**src/hdl/pdcrc_pkg.sv**
```systemverilog
// ----------------------------------------------------------------------------
// pdcrc_pkg
// Shared types, constants and the CRC-16/CCITT byte update for the deframer.
// ----------------------------------------------------------------------------
package pdcrc_pkg;

    // APB register map: register i at byte address 4*i
    localparam int APB_AW = 5;
    localparam int APB_DW = 32;

    localparam logic [2:0] REG_SYNC_FIRST  = 3'd0;
    localparam logic [2:0] REG_SYNC_SECOND = 3'd1;
    localparam logic [2:0] REG_SYNC_THIRD  = 3'd2;
    localparam logic [2:0] REG_MAX_PAYLOAD = 3'd3;
    localparam logic [2:0] REG_MAX_BUFFER  = 3'd4;
    localparam logic [2:0] REG_CRC_SEED    = 3'd5;

    localparam logic [7:0]  RST_SYNC_FIRST  = 8'hAA;
    localparam logic [7:0]  RST_SYNC_SECOND = 8'h55;
    localparam logic [7:0]  RST_SYNC_THIRD  = 8'hA5;
    localparam logic [15:0] RST_MAX_PAYLOAD = 16'd1024;
    localparam logic [15:0] RST_MAX_BUFFER  = 16'd1035;
    localparam logic [15:0] RST_CRC_SEED    = 16'hFFFF;

    // result kinds
    localparam logic KIND_DATA   = 1'b0;
    localparam logic KIND_STATUS = 1'b1;

    // status codes
    localparam logic [2:0] ST_OK       = 3'd0;
    localparam logic [2:0] ST_OVERFLOW = 3'd1;
    localparam logic [2:0] ST_SHORT    = 3'd2;
    localparam logic [2:0] ST_BAD_SYNC = 3'd3;
    localparam logic [2:0] ST_CRC      = 3'd4;

    // frame layout
    localparam logic [15:0] POS_SYNC_FIRST  = 16'd0;
    localparam logic [15:0] POS_SYNC_SECOND = 16'd1;
    localparam logic [15:0] POS_SYNC_THIRD  = 16'd2;
    localparam logic [15:0] POS_SEQ_LO      = 16'd3;
    localparam logic [15:0] POS_SEQ_HI      = 16'd4;
    localparam logic [15:0] POS_VERSION     = 16'd5;
    localparam logic [15:0] POS_COMMAND     = 16'd6;
    localparam logic [15:0] POS_LEN_LO      = 16'd7;
    localparam logic [15:0] POS_LEN_HI      = 16'd8;
    localparam logic [15:0] HDR_LEN         = 16'd9;
    localparam logic [16:0] MIN_FRAME       = 17'd11;
    localparam logic [15:0] POS_MAX         = 16'hFFFF;

    localparam logic [15:0] CRC_POLY = 16'h1021;

    typedef struct packed {
        logic [7:0]  sync_first;
        logic [7:0]  sync_second;
        logic [7:0]  sync_third;
        logic [15:0] max_payload_len;
        logic [15:0] max_buffer_len;
        logic [15:0] crc_seed;
    } t_cfg;

    typedef struct packed {
        logic        item_kind;
        logic [7:0]  payload_data;
        logic [15:0] payload_offset;
        logic [2:0]  status_code;
        logic [15:0] sequence_id;
        logic [7:0]  protocol_version;
        logic [7:0]  command_code;
        logic [15:0] payload_length;
        logic [15:0] received_check;
        logic [15:0] computed_check;
    } t_result;

    // MSB-first CRC-16/CCITT, one byte
    function automatic logic [15:0] crc_byte(input logic [15:0] crc, input logic [7:0] b);
        logic [15:0] c;
        c = crc ^ {b, 8'h00};
        for (int k = 0; k < 8; k++) begin
            c = c[15] ? ({c[14:0], 1'b0} ^ CRC_POLY) : {c[14:0], 1'b0};
        end
        return c;
    endfunction

endpackage

```
**src/hdl/pdcrc_if.sv**
```systemverilog
// ----------------------------------------------------------------------------
// pdcrc_if
// Valid/ready channels: received bytes in, payload bytes and status out.
// ----------------------------------------------------------------------------
interface pdcrc_in_if;
    logic       valid;
    logic       ready;
    logic [7:0] rx_byte;
    logic       end_of_buffer;

    modport source (output valid, output rx_byte, output end_of_buffer, input ready);
    modport sink   (input valid, input rx_byte, input end_of_buffer, output ready);
endinterface

interface pdcrc_out_if;
    logic        valid;
    logic        ready;
    logic        item_kind;
    logic [7:0]  payload_data;
    logic [15:0] payload_offset;
    logic [2:0]  status_code;
    logic [15:0] sequence_id;
    logic [7:0]  protocol_version;
    logic [7:0]  command_code;
    logic [15:0] payload_length;
    logic [15:0] received_check;
    logic [15:0] computed_check;

    modport source (
        output valid, output item_kind, output payload_data, output payload_offset,
        output status_code, output sequence_id, output protocol_version,
        output command_code, output payload_length, output received_check,
        output computed_check, input ready
    );
    modport sink (
        input valid, input item_kind, input payload_data, input payload_offset,
        input status_code, input sequence_id, input protocol_version,
        input command_code, input payload_length, input received_check,
        input computed_check, output ready
    );
endinterface

```
**src/hdl/pdcrc_regs.sv**
```systemverilog
// ----------------------------------------------------------------------------
// pdcrc_regs
// APB configuration registers of the deframer.
// ----------------------------------------------------------------------------
module pdcrc_regs (
    input  logic                        i_clk,
    input  logic                        i_rst_n,
    input  logic                        psel,
    input  logic                        penable,
    input  logic                        pwrite,
    input  logic [pdcrc_pkg::APB_AW-1:0] paddr,
    input  logic [pdcrc_pkg::APB_DW-1:0] pwdata,
    output logic [pdcrc_pkg::APB_DW-1:0] prdata,
    output logic                        pready,
    output pdcrc_pkg::t_cfg             o_cfg
);
    import pdcrc_pkg::*;

    t_cfg       r_cfg;
    logic [2:0] idx;
    logic       wr_en;

    assign pready = 1'b1;
    assign idx    = paddr[APB_AW-1:2];
    assign wr_en  = psel && penable && pwrite && pready;
    assign o_cfg  = r_cfg;

    always_ff @(posedge i_clk) begin
        if (!i_rst_n) begin
            r_cfg.sync_first      <= RST_SYNC_FIRST;
            r_cfg.sync_second     <= RST_SYNC_SECOND;
            r_cfg.sync_third      <= RST_SYNC_THIRD;
            r_cfg.max_payload_len <= RST_MAX_PAYLOAD;
            r_cfg.max_buffer_len  <= RST_MAX_BUFFER;
            r_cfg.crc_seed        <= RST_CRC_SEED;
        end else if (wr_en) begin
            unique case (idx)
                REG_SYNC_FIRST:  r_cfg.sync_first      <= pwdata[7:0];
                REG_SYNC_SECOND: r_cfg.sync_second     <= pwdata[7:0];
                REG_SYNC_THIRD:  r_cfg.sync_third      <= pwdata[7:0];
                REG_MAX_PAYLOAD: r_cfg.max_payload_len <= pwdata[15:0];
                REG_MAX_BUFFER:  r_cfg.max_buffer_len  <= pwdata[15:0];
                REG_CRC_SEED:    r_cfg.crc_seed        <= pwdata[15:0];
                default: ;
            endcase
        end
    end

    always_comb begin
        unique case (idx)
            REG_SYNC_FIRST:  prdata = {24'd0, r_cfg.sync_first};
            REG_SYNC_SECOND: prdata = {24'd0, r_cfg.sync_second};
            REG_SYNC_THIRD:  prdata = {24'd0, r_cfg.sync_third};
            REG_MAX_PAYLOAD: prdata = {16'd0, r_cfg.max_payload_len};
            REG_MAX_BUFFER:  prdata = {16'd0, r_cfg.max_buffer_len};
            REG_CRC_SEED:    prdata = {16'd0, r_cfg.crc_seed};
            default:         prdata = '0;
        endcase
    end

endmodule

```
**src/hdl/pdcrc_parse.sv**
```systemverilog
// ----------------------------------------------------------------------------
// pdcrc_parse
// Per-buffer frame state, header capture, running CRC and status decision.
// ----------------------------------------------------------------------------
module pdcrc_parse (
    input  logic               i_clk,
    input  logic               i_rst_n,
    input  pdcrc_pkg::t_cfg    i_cfg,
    input  logic               i_step,
    input  logic [7:0]         i_byte,
    input  logic               i_last,
    output logic               o_has_result,
    output pdcrc_pkg::t_result o_result
);
    import pdcrc_pkg::*;

    logic [15:0] r_pos,  n_pos;
    logic        r_sync, n_sync;
    logic [15:0] r_seq,  n_seq;
    logic [7:0]  r_ver,  n_ver;
    logic [7:0]  r_cmd,  n_cmd;
    logic [15:0] r_len,  n_len;
    logic [15:0] r_crc,  n_crc;
    logic [15:0] r_fcrc, n_fcrc;

    logic [15:0] crc_cur;
    logic [15:0] crc_upd;
    logic [15:0] off;
    logic        fwd;
    logic [16:0] total;
    logic [2:0]  status;

    assign crc_cur = (r_pos == POS_SYNC_FIRST) ? i_cfg.crc_seed : r_crc;
    assign crc_upd = crc_byte(crc_cur, i_byte);
    assign off     = r_pos - HDR_LEN;
    assign total   = {1'b0, r_pos} + 17'd1;

    // absorb the byte
    always_comb begin
        n_sync = r_sync;
        n_seq  = r_seq;
        n_ver  = r_ver;
        n_cmd  = r_cmd;
        n_len  = r_len;
        n_crc  = crc_cur;
        n_fcrc = r_fcrc;
        fwd    = 1'b0;
        if (r_pos < HDR_LEN) begin
            unique case (r_pos)
                POS_SYNC_FIRST:  n_sync = r_sync | (i_byte != i_cfg.sync_first);
                POS_SYNC_SECOND: n_sync = r_sync | (i_byte != i_cfg.sync_second);
                POS_SYNC_THIRD:  n_sync = r_sync | (i_byte != i_cfg.sync_third);
                POS_SEQ_LO:      n_seq  = {r_seq[15:8], i_byte};
                POS_SEQ_HI:      n_seq  = {i_byte, r_seq[7:0]};
                POS_VERSION:     n_ver  = i_byte;
                POS_COMMAND:     n_cmd  = i_byte;
                POS_LEN_LO:      n_len  = {r_len[15:8], i_byte};
                default:         n_len  = {i_byte, r_len[7:0]};
            endcase
            if (r_pos >= POS_SEQ_LO) begin
                n_crc = crc_upd;
            end
        end else if (r_pos != POS_MAX) begin
            if (off < r_len) begin
                n_crc = crc_upd;
                fwd   = 1'b1;
            end else if (off == r_len) begin
                n_fcrc = {r_fcrc[15:8], i_byte};
            end else if ({1'b0, off} == ({1'b0, r_len} + 17'd1)) begin
                n_fcrc = {i_byte, r_fcrc[7:0]};
            end
        end
        n_pos = (r_pos == POS_MAX) ? r_pos : r_pos + 16'd1;
    end

    // status, in precedence order, on the state after this byte
    always_comb begin
        if (total > {1'b0, i_cfg.max_buffer_len}) begin
            status = ST_OVERFLOW;
        end else if (total < MIN_FRAME) begin
            status = ST_SHORT;
        end else if (n_sync) begin
            status = ST_BAD_SYNC;
        end else if (n_len > i_cfg.max_payload_len) begin
            status = ST_OVERFLOW;
        end else if (total < (MIN_FRAME + {1'b0, n_len})) begin
            status = ST_SHORT;
        end else if (n_crc != n_fcrc) begin
            status = ST_CRC;
        end else begin
            status = ST_OK;
        end
    end

    always_comb begin
        o_result     = '0;
        o_has_result = i_last || fwd;
        if (i_last) begin
            o_result.item_kind        = KIND_STATUS;
            o_result.status_code      = status;
            o_result.sequence_id      = n_seq;
            o_result.protocol_version = n_ver;
            o_result.command_code     = n_cmd;
            o_result.payload_length   = n_len;
            o_result.received_check   = n_fcrc;
            o_result.computed_check   = n_crc;
        end else begin
            o_result.item_kind      = KIND_DATA;
            o_result.payload_data   = fwd ? i_byte : 8'd0;
            o_result.payload_offset = fwd ? off : 16'd0;
        end
    end

    always_ff @(posedge i_clk) begin
        if (!i_rst_n) begin
            r_pos  <= '0;
            r_sync <= 1'b0;
            r_seq  <= '0;
            r_ver  <= '0;
            r_cmd  <= '0;
            r_len  <= '0;
            r_crc  <= RST_CRC_SEED;
            r_fcrc <= '0;
        end else if (i_step) begin
            if (i_last) begin
                r_pos  <= '0;
                r_sync <= 1'b0;
                r_seq  <= '0;
                r_ver  <= '0;
                r_cmd  <= '0;
                r_len  <= '0;
                r_crc  <= i_cfg.crc_seed;
                r_fcrc <= '0;
            end else begin
                r_pos  <= n_pos;
                r_sync <= n_sync;
                r_seq  <= n_seq;
                r_ver  <= n_ver;
                r_cmd  <= n_cmd;
                r_len  <= n_len;
                r_crc  <= n_crc;
                r_fcrc <= n_fcrc;
            end
        end
    end

endmodule

```
**src/hdl/packet_deframer_crc16_check_unit.sv**
```systemverilog
// ----------------------------------------------------------------------------
// packet_deframer_crc16_check_unit
// Streaming frame parser: sync check, header decode, CRC-16/CCITT check,
// payload forwarding and one status per received buffer.
// ----------------------------------------------------------------------------
//  channel   dir  handshake          transfer carries
//  i_in      in   valid/ready        rx_byte, end_of_buffer
//  o_out     out  valid/ready        payload byte + offset, or buffer status
//  apb       in   psel/penable/...   config write/read, pready tied high
//
//  One byte per cycle sustained while o_out accepts results. A byte sits
//  in the input register, where the per-buffer state, the bytewise CRC
//  update and the status decision are evaluated; if it yields a result,
//  that result then lands in the output register, which drives o_out.
//  Reset (synchronous, active low) restores register defaults and clears
//  the frame state. A stall on o_out backs up only if the waiting byte
//  produces a result; bytes without a result keep flowing.
// ----------------------------------------------------------------------------
module packet_deframer_crc16_check_unit (
    input  logic                         i_clk,
    input  logic                         i_rst_n,
    pdcrc_in_if.sink                     i_in,
    pdcrc_out_if.source                  o_out,
    input  logic                         psel,
    input  logic                         penable,
    input  logic                         pwrite,
    input  logic [pdcrc_pkg::APB_AW-1:0] paddr,
    input  logic [pdcrc_pkg::APB_DW-1:0] pwdata,
    output logic [pdcrc_pkg::APB_DW-1:0] prdata,
    output logic                         pready
);
    import pdcrc_pkg::*;

    t_cfg    cfg;

    // input register
    logic       r_s1_valid;
    logic [7:0] r_s1_byte;
    logic       r_s1_last;

    // output register
    logic    r_out_valid;
    t_result r_out;

    logic    has_result;
    t_result result;
    logic    out_free;
    logic    s1_go;
    logic    in_fire;

    pdcrc_regs u_regs (
        .i_clk   (i_clk),
        .i_rst_n (i_rst_n),
        .psel    (psel),
        .penable (penable),
        .pwrite  (pwrite),
        .paddr   (paddr),
        .pwdata  (pwdata),
        .prdata  (prdata),
        .pready  (pready),
        .o_cfg   (cfg)
    );

    // the byte in the input register commits to the frame state on s1_go
    pdcrc_parse u_parse (
        .i_clk        (i_clk),
        .i_rst_n      (i_rst_n),
        .i_cfg        (cfg),
        .i_step       (s1_go),
        .i_byte       (r_s1_byte),
        .i_last       (r_s1_last),
        .o_has_result (has_result),
        .o_result     (result)
    );

    // output slot is free if empty or being drained this cycle
    assign out_free   = !r_out_valid || o_out.ready;
    // a byte with no result never waits for the output side
    assign s1_go      = r_s1_valid && (out_free || !has_result);
    assign i_in.ready = !r_s1_valid || s1_go;
    assign in_fire    = i_in.valid && i_in.ready;

    always_ff @(posedge i_clk) begin
        if (!i_rst_n) begin
            r_s1_valid <= 1'b0;
        end else if (in_fire) begin
            r_s1_valid <= 1'b1;
        end else if (s1_go) begin
            r_s1_valid <= 1'b0;
        end
    end

    always_ff @(posedge i_clk) begin
        if (in_fire) begin
            r_s1_byte <= i_in.rx_byte;
            r_s1_last <= i_in.end_of_buffer;
        end
    end

    always_ff @(posedge i_clk) begin
        if (!i_rst_n) begin
            r_out_valid <= 1'b0;
        end else if (s1_go && has_result) begin
            r_out_valid <= 1'b1;
        end else if (o_out.ready) begin
            r_out_valid <= 1'b0;
        end
    end

    always_ff @(posedge i_clk) begin
        if (s1_go && has_result) begin
            r_out <= result;
        end
    end

    assign o_out.valid            = r_out_valid;
    assign o_out.item_kind        = r_out.item_kind;
    assign o_out.payload_data     = r_out.payload_data;
    assign o_out.payload_offset   = r_out.payload_offset;
    assign o_out.status_code      = r_out.status_code;
    assign o_out.sequence_id      = r_out.sequence_id;
    assign o_out.protocol_version = r_out.protocol_version;
    assign o_out.command_code     = r_out.command_code;
    assign o_out.payload_length   = r_out.payload_length;
    assign o_out.received_check   = r_out.received_check;
    assign o_out.computed_check   = r_out.computed_check;

    // a held byte stays put until it commits
    a_s1_hold: assert property (@(posedge i_clk) disable iff (!i_rst_n)
        (r_s1_valid && !s1_go) |=> (r_s1_valid && $stable(r_s1_byte) && $stable(r_s1_last)))
        else $error("input register changed while stalled");

    // a waiting result is not dropped
    a_out_keep: assert property (@(posedge i_clk) disable iff (!i_rst_n)
        (r_out_valid && !o_out.ready) |=> r_out_valid)
        else $error("pending result lost");

    // no commit into an occupied, stalled output slot
    a_no_overwrite: assert property (@(posedge i_clk) disable iff (!i_rst_n)
        (r_out_valid && !o_out.ready) |-> !(s1_go && has_result))
        else $error("output register overwritten");

    // forwarded bytes carry no status, status codes stay in range
    a_kind_fields: assert property (@(posedge i_clk) disable iff (!i_rst_n)
        r_out_valid |-> ((r_out.item_kind == KIND_DATA && r_out.status_code == ST_OK)
                      || (r_out.item_kind == KIND_STATUS && r_out.status_code <= ST_CRC
                          && r_out.payload_data == 8'd0)))
        else $error("inconsistent result fields");

endmodule

```
**src/flat_wrapper.sv**
```systemverilog
// flat-port wrapper written by rule: the top's interface ports become plain ports
module packet_deframer_crc16_check_unit_flat import pdcrc_pkg::*;
  (i_clk, i_rst_n, psel, penable, pwrite, paddr, pwdata, prdata, pready, i_in_valid, i_in_rx_byte, i_in_end_of_buffer, i_in_ready, o_out_valid, o_out_item_kind, o_out_payload_data, o_out_payload_offset, o_out_status_code, o_out_sequence_id, o_out_protocol_version, o_out_command_code, o_out_payload_length, o_out_received_check, o_out_computed_check, o_out_ready);
  pdcrc_in_if i_in_i ();
  pdcrc_out_if o_out_i ();
  input  logic i_clk;
  input  logic i_rst_n;
  input  logic psel;
  input  logic penable;
  input  logic pwrite;
  input  logic [pdcrc_pkg::APB_AW-1:0] paddr;
  input  logic [pdcrc_pkg::APB_DW-1:0] pwdata;
  output logic [pdcrc_pkg::APB_DW-1:0] prdata;
  output logic pready;
  input wire logic [$bits(i_in_i.valid)-1:0] i_in_valid;
  input wire logic [$bits(i_in_i.rx_byte)-1:0] i_in_rx_byte;
  input wire logic [$bits(i_in_i.end_of_buffer)-1:0] i_in_end_of_buffer;
  output wire logic [$bits(i_in_i.ready)-1:0] i_in_ready;
  output wire logic [$bits(o_out_i.valid)-1:0] o_out_valid;
  output wire logic [$bits(o_out_i.item_kind)-1:0] o_out_item_kind;
  output wire logic [$bits(o_out_i.payload_data)-1:0] o_out_payload_data;
  output wire logic [$bits(o_out_i.payload_offset)-1:0] o_out_payload_offset;
  output wire logic [$bits(o_out_i.status_code)-1:0] o_out_status_code;
  output wire logic [$bits(o_out_i.sequence_id)-1:0] o_out_sequence_id;
  output wire logic [$bits(o_out_i.protocol_version)-1:0] o_out_protocol_version;
  output wire logic [$bits(o_out_i.command_code)-1:0] o_out_command_code;
  output wire logic [$bits(o_out_i.payload_length)-1:0] o_out_payload_length;
  output wire logic [$bits(o_out_i.received_check)-1:0] o_out_received_check;
  output wire logic [$bits(o_out_i.computed_check)-1:0] o_out_computed_check;
  input wire logic [$bits(o_out_i.ready)-1:0] o_out_ready;
  assign i_in_i.valid = i_in_valid;
  assign i_in_i.rx_byte = i_in_rx_byte;
  assign i_in_i.end_of_buffer = i_in_end_of_buffer;
  assign i_in_ready = i_in_i.ready;
  assign o_out_valid = o_out_i.valid;
  assign o_out_item_kind = o_out_i.item_kind;
  assign o_out_payload_data = o_out_i.payload_data;
  assign o_out_payload_offset = o_out_i.payload_offset;
  assign o_out_status_code = o_out_i.status_code;
  assign o_out_sequence_id = o_out_i.sequence_id;
  assign o_out_protocol_version = o_out_i.protocol_version;
  assign o_out_command_code = o_out_i.command_code;
  assign o_out_payload_length = o_out_i.payload_length;
  assign o_out_received_check = o_out_i.received_check;
  assign o_out_computed_check = o_out_i.computed_check;
  assign o_out_i.ready = o_out_ready;
  packet_deframer_crc16_check_unit u_core (.i_clk(i_clk), .i_rst_n(i_rst_n), .i_in(i_in_i), .o_out(o_out_i), .psel(psel), .penable(penable), .pwrite(pwrite), .paddr(paddr), .pwdata(pwdata), .prdata(prdata), .pready(pready));
endmodule
```
**config.mk**
```make
export PLATFORM = sky130hd
export DESIGN_NAME = packet_deframer_crc16_check_unit_flat
export DESIGN_NICKNAME = d
export VERILOG_FILES = /design/src/hdl/pdcrc_pkg.sv /design/src/hdl/pdcrc_if.sv /design/src/hdl/pdcrc_regs.sv /design/src/hdl/pdcrc_parse.sv /design/src/hdl/packet_deframer_crc16_check_unit.sv /design/src/flat_wrapper.sv
export SDC_FILE = /design/constraint.sdc
export NUM_CORES = 1
export LEC_CHECK = 0
export BUFFER_PORTS_ARGS = -buffer_cell sky130_fd_sc_hd__buf_2
export CORE_MARGIN = 2
export CORE_UTILIZATION = 30
export DETAILED_ROUTE_END_ITERATION = 16
export GPL_TIMING_DRIVEN = 0
export SLEW_MARGIN = 10
export SYNTH_ARGS = -nofsm -noshare
export SYNTH_HDL_FRONTEND = slang
export SYNTH_HIERARCHICAL = 1
export SYNTH_SLANG_ARGS = --single-unit
```
**constraint.sdc**
```tcl
create_clock -name i_clk -period 11.1 [get_ports i_clk]
set_input_delay 1.665 -clock i_clk [delete_from_list [all_inputs] [get_ports i_clk]]
set_output_delay 1.665 -clock i_clk [all_outputs]
set_load 0.02 [all_outputs]
```
==> flow_summary.yaml <==
timing:
  setup_viol: 0
  slew_headroom_pct: 29.01
  skew_ns: 0.02706
  fmax_mhz: 131.5
  drv_slew: 0
  fin_crit_sh_pct: 68.53
  rsz0062_at_grt: "false"
  hold_viol_final: 0
  worst_slack_ns: 3.493
  worst_pin_slew_ns: 1.065
  finalCriticalPeriod_ns: 7.607
worst_setup_path:
  cp-start-kind: "register"
  cp.required_ns: 9.44
  crit_type: "reg -> out"
  critPathMaxFanout: 10
  critPathCaptureType: "primary output"
  cp.arrival_ns: 5.94
layout:
  nFillCells: 5719
  final_common_cell: "buf_2"
  drive_gt1_share_pct: 14.20
  largest_register_ff_count: 72
  final_cell_area_sq_um: 20100
  layout_common_cells: "175 x buf_2, 171 x dfxtp_1, 154 x mux2i_1"
  nets: 2153
  n_antenna_cell: 0
  ff_latch_area_sq_um: 6937
  area_growth_pct: 18.51
  multiInputGateArea_sq_um: 8940
synth:
  syn_area_per_cell_sq_um: 9.346
  ys_top_cells_by_area: "edfxtp_1 21%, dfxtp_1 20%, mux2i_1 9.1%"
  ys_ff_latch: 288
  synth_ff_type: "dfxtp_1"
  synth_cells: 1815
  ys_async_sr_fraction_pct: 0
  yosys_warnings: 6
  synth_top_area_cell: "edfxtp_1"
  yosysSeqAreaShare_pct: 40.89
  synth-edff-count: 117
  synth_top_area_share_pct: 20.71
  synth.distinct_cells: 74
  syn_area_sq_um: 16960
placed_design:
  dp_hpwl_um: 45150
  place_area_sq_um: 18870
  pre_cts_slack_ns: 3.811
  port_buffers: 159
  globalplace.congestion: 0.9282
clocking:
  cts_resized: 0
  cts_buffer_depth: 3
  post_cts_buffers: 0
  postCtsHoldBufs: 0
  clock_latency_ns: 0.56
  cts_buffers: 35
  htreeDepth: 2
  clk_pin_slew_worst_paths_ns: 0.06
  clkSinkCount: 288
  clockRootBuffer: "clkbuf_16"
  cts_tree: "done"
power:
  power_switching_share_pct: 24.98
  combPwrFrac_pct: 9.2
  p_leak_uw: 0.008153
  p_switching_uw: 648.3
  clockPowerShare_pct: 47.4
  p_per_area_nw_per_um2: 129.1
  p_int_uw: 1947
  power.total_uw: 2595
  vdd_ir_drop_max_mv: 0.1034
  seq_power_share_pct: 43.4
floorplan:
  dieArea_sq_um: 58460
  die_x_um: 241.8
  start_util_pct: 30.20
  core.rowCount: 87
  ios: 196
  coreArea_sq_um: 56170
  die_y_um: 241.8
hold_path:
  hold_path_class: "reg -> reg"
grt:
  grt.overflow.total: 0
  antenna_found_initial: 4
  grt_use_total_pct: 19.43
  grt_start_max_net_pins: 33
  grt_pass1_vias: 14140
  grt_pass1_wl_um: 87890
drt:
  ant_nets: 0
  routed_wirelength_um: 58570
  drt-vias-per-instance: 5.226
  drc: 0
  drt_iter0_drc: 1403
  post_drt_wl_per_cell_um: 20.82
  drt_first_pass_iters: 6
  vias: 14700
outcome:
  status: "completed"
job:
  max_cap_violations: 0
-- layer usage --
| metal | up-vias | part of all wire [%] | track usage, % |
|---|---|---|---|
| met5 | - | 0.022 | 0 |
| met4 | 2 | 3.0 | 5.737 |
| met3 | 110 | 7.1 | 3.174 |
| met1 | 7092 | 45 | 26.69 |
| met2 | 622 | 45 | 31.33 |
| li1 | 6875 | - | - |
-- synth_stat cells (all sizes together), types with 3 or more instances --
cell,number
dfxtp,171
mux2i,154
nand2,136
nor2,126
edfxtp,117
inv,113
clkbuf,92
o21ai,79
nor2b,78
xnor2,71
ha,70
and2,58
buf,55
a22oi,54
a21oi,37
nand3,36
xor2,35
o22ai,34
nand4,30
o211ai,29
and3,25
nor4,24
nor3,23
nand4b,17
or3,15
a21o,12
a211oi,11
and4,11
a221oi,10
mux2,8
nand2b,8
o2bb2ai,8
o21a,7
o221ai,7
or2,7
a21boi,6
or4,6
a211o,4
xnor3,4
a2111oi,3
a22o,3
a31oi,3
-- kinds of logic (layout without fill, tap and decap cells) --
group / after synthesis / count (layout) / synth area share [%]
simple gates: 603 / 603 / 18.75
buf+inv: 260 / 487 / 6.786
compound gates: 320 / 320 / 12.75
mux: 162 / 162 / 9.618
other cells: 2 / 17 / 0.04427
xor+xnor: 110 / 110 / 6.004
flops: 288 / 288 / 40.89
fa+ha+maj: 70 / 70 / 5.163
-- layout make-up --
class / instances / share of cell area [%]
buffer: 147 / 3.616
clock buffer: 49 / 5.029
sequential: 288 / 34.50
timing repair buffer: 163 / 4.469
clock inverter: 15 / 1.102
multi-input combinational: 1282 / 44.47
inverter: 113 / 2.110
tap: 756 / 4.705
-- worst paths after layout --
kind / start / endpoint / slack (ns) / depth (start not counted)
hold / removal: u_core/u_regs/o_cfg[49]$_SDFFE_PN0P_ / u_core/u_regs/o_cfg[49]$_SDFFE_PN0P_ / 0.48 / 2
hold reg to reg: u_core/u_regs/o_cfg[49]$_SDFFE_PN0P_ / u_core/u_regs/o_cfg[49]$_SDFFE_PN0P_ / 0.48 / 2
setup / recovery: u_core/u_parse/r_pos[0]$_SDFFE_PN0P_ / i_in_ready / 3.49 / 18
setup reg to reg: u_core/u_parse/r_pos[0]$_SDFFE_PN0P_ / u_core/u_parse/r_fcrc[11]$_SDFFE_PN0P_ / 3.75 / 22
-- critical path: stages (launching register included) --
cell and delay, ns:
dfxtp_1 0.38, clkbuf_1 0.28, inv_1 0.18, ha_1 0.15
clkbuf_1 0.36, nand2b_1 0.28, a211oi_2 0.46, nand3_1 0.23
xnor2_1 0.36, inv_1 0.08, ha_1 0.31, nand4_1 0.16
nor4_1 0.61, a21boi_0 0.29, or3_1 0.14, clkbuf_1 0.31
o21ai_0 0.40, nand4b_4 0.21, buf_2 0.18
-- stage by stage --
| step | hold slack, ns | cells | setup TNS, ns | util (%) |
|---|---|---|---|---|
| floorplan | 0.4439 | 1830 | 0 | - |
| global placement | 0.4633 | 2745 | -74.04 | 33.40 |
| detailed placement | 0.4728 | 2749 | 0 | 33.60 |
| CTS | 0.4815 | 2813 | 0 | 35.79 |
| global route | 0.5047 | 2813 | 0 | 35.79 |
| finish | 0.4824 | 2813 | 0 | 35.79 |
-- power groups by stage --
stage / Clock (uW) / Sequential, uW / Combinational, uW
2_1_floorplan: 0 / 1160 / 137
3_5_place_dp: 0 / 1150 / 234
3_3_place_gp: 0 / 1150 / 228
6_report: 1230 / 1130 / 238
5_1_grt: 1300 / 1130 / 253
4_1_cts: 1260 / 1130 / 235
(Power assumes the default switching activity.)
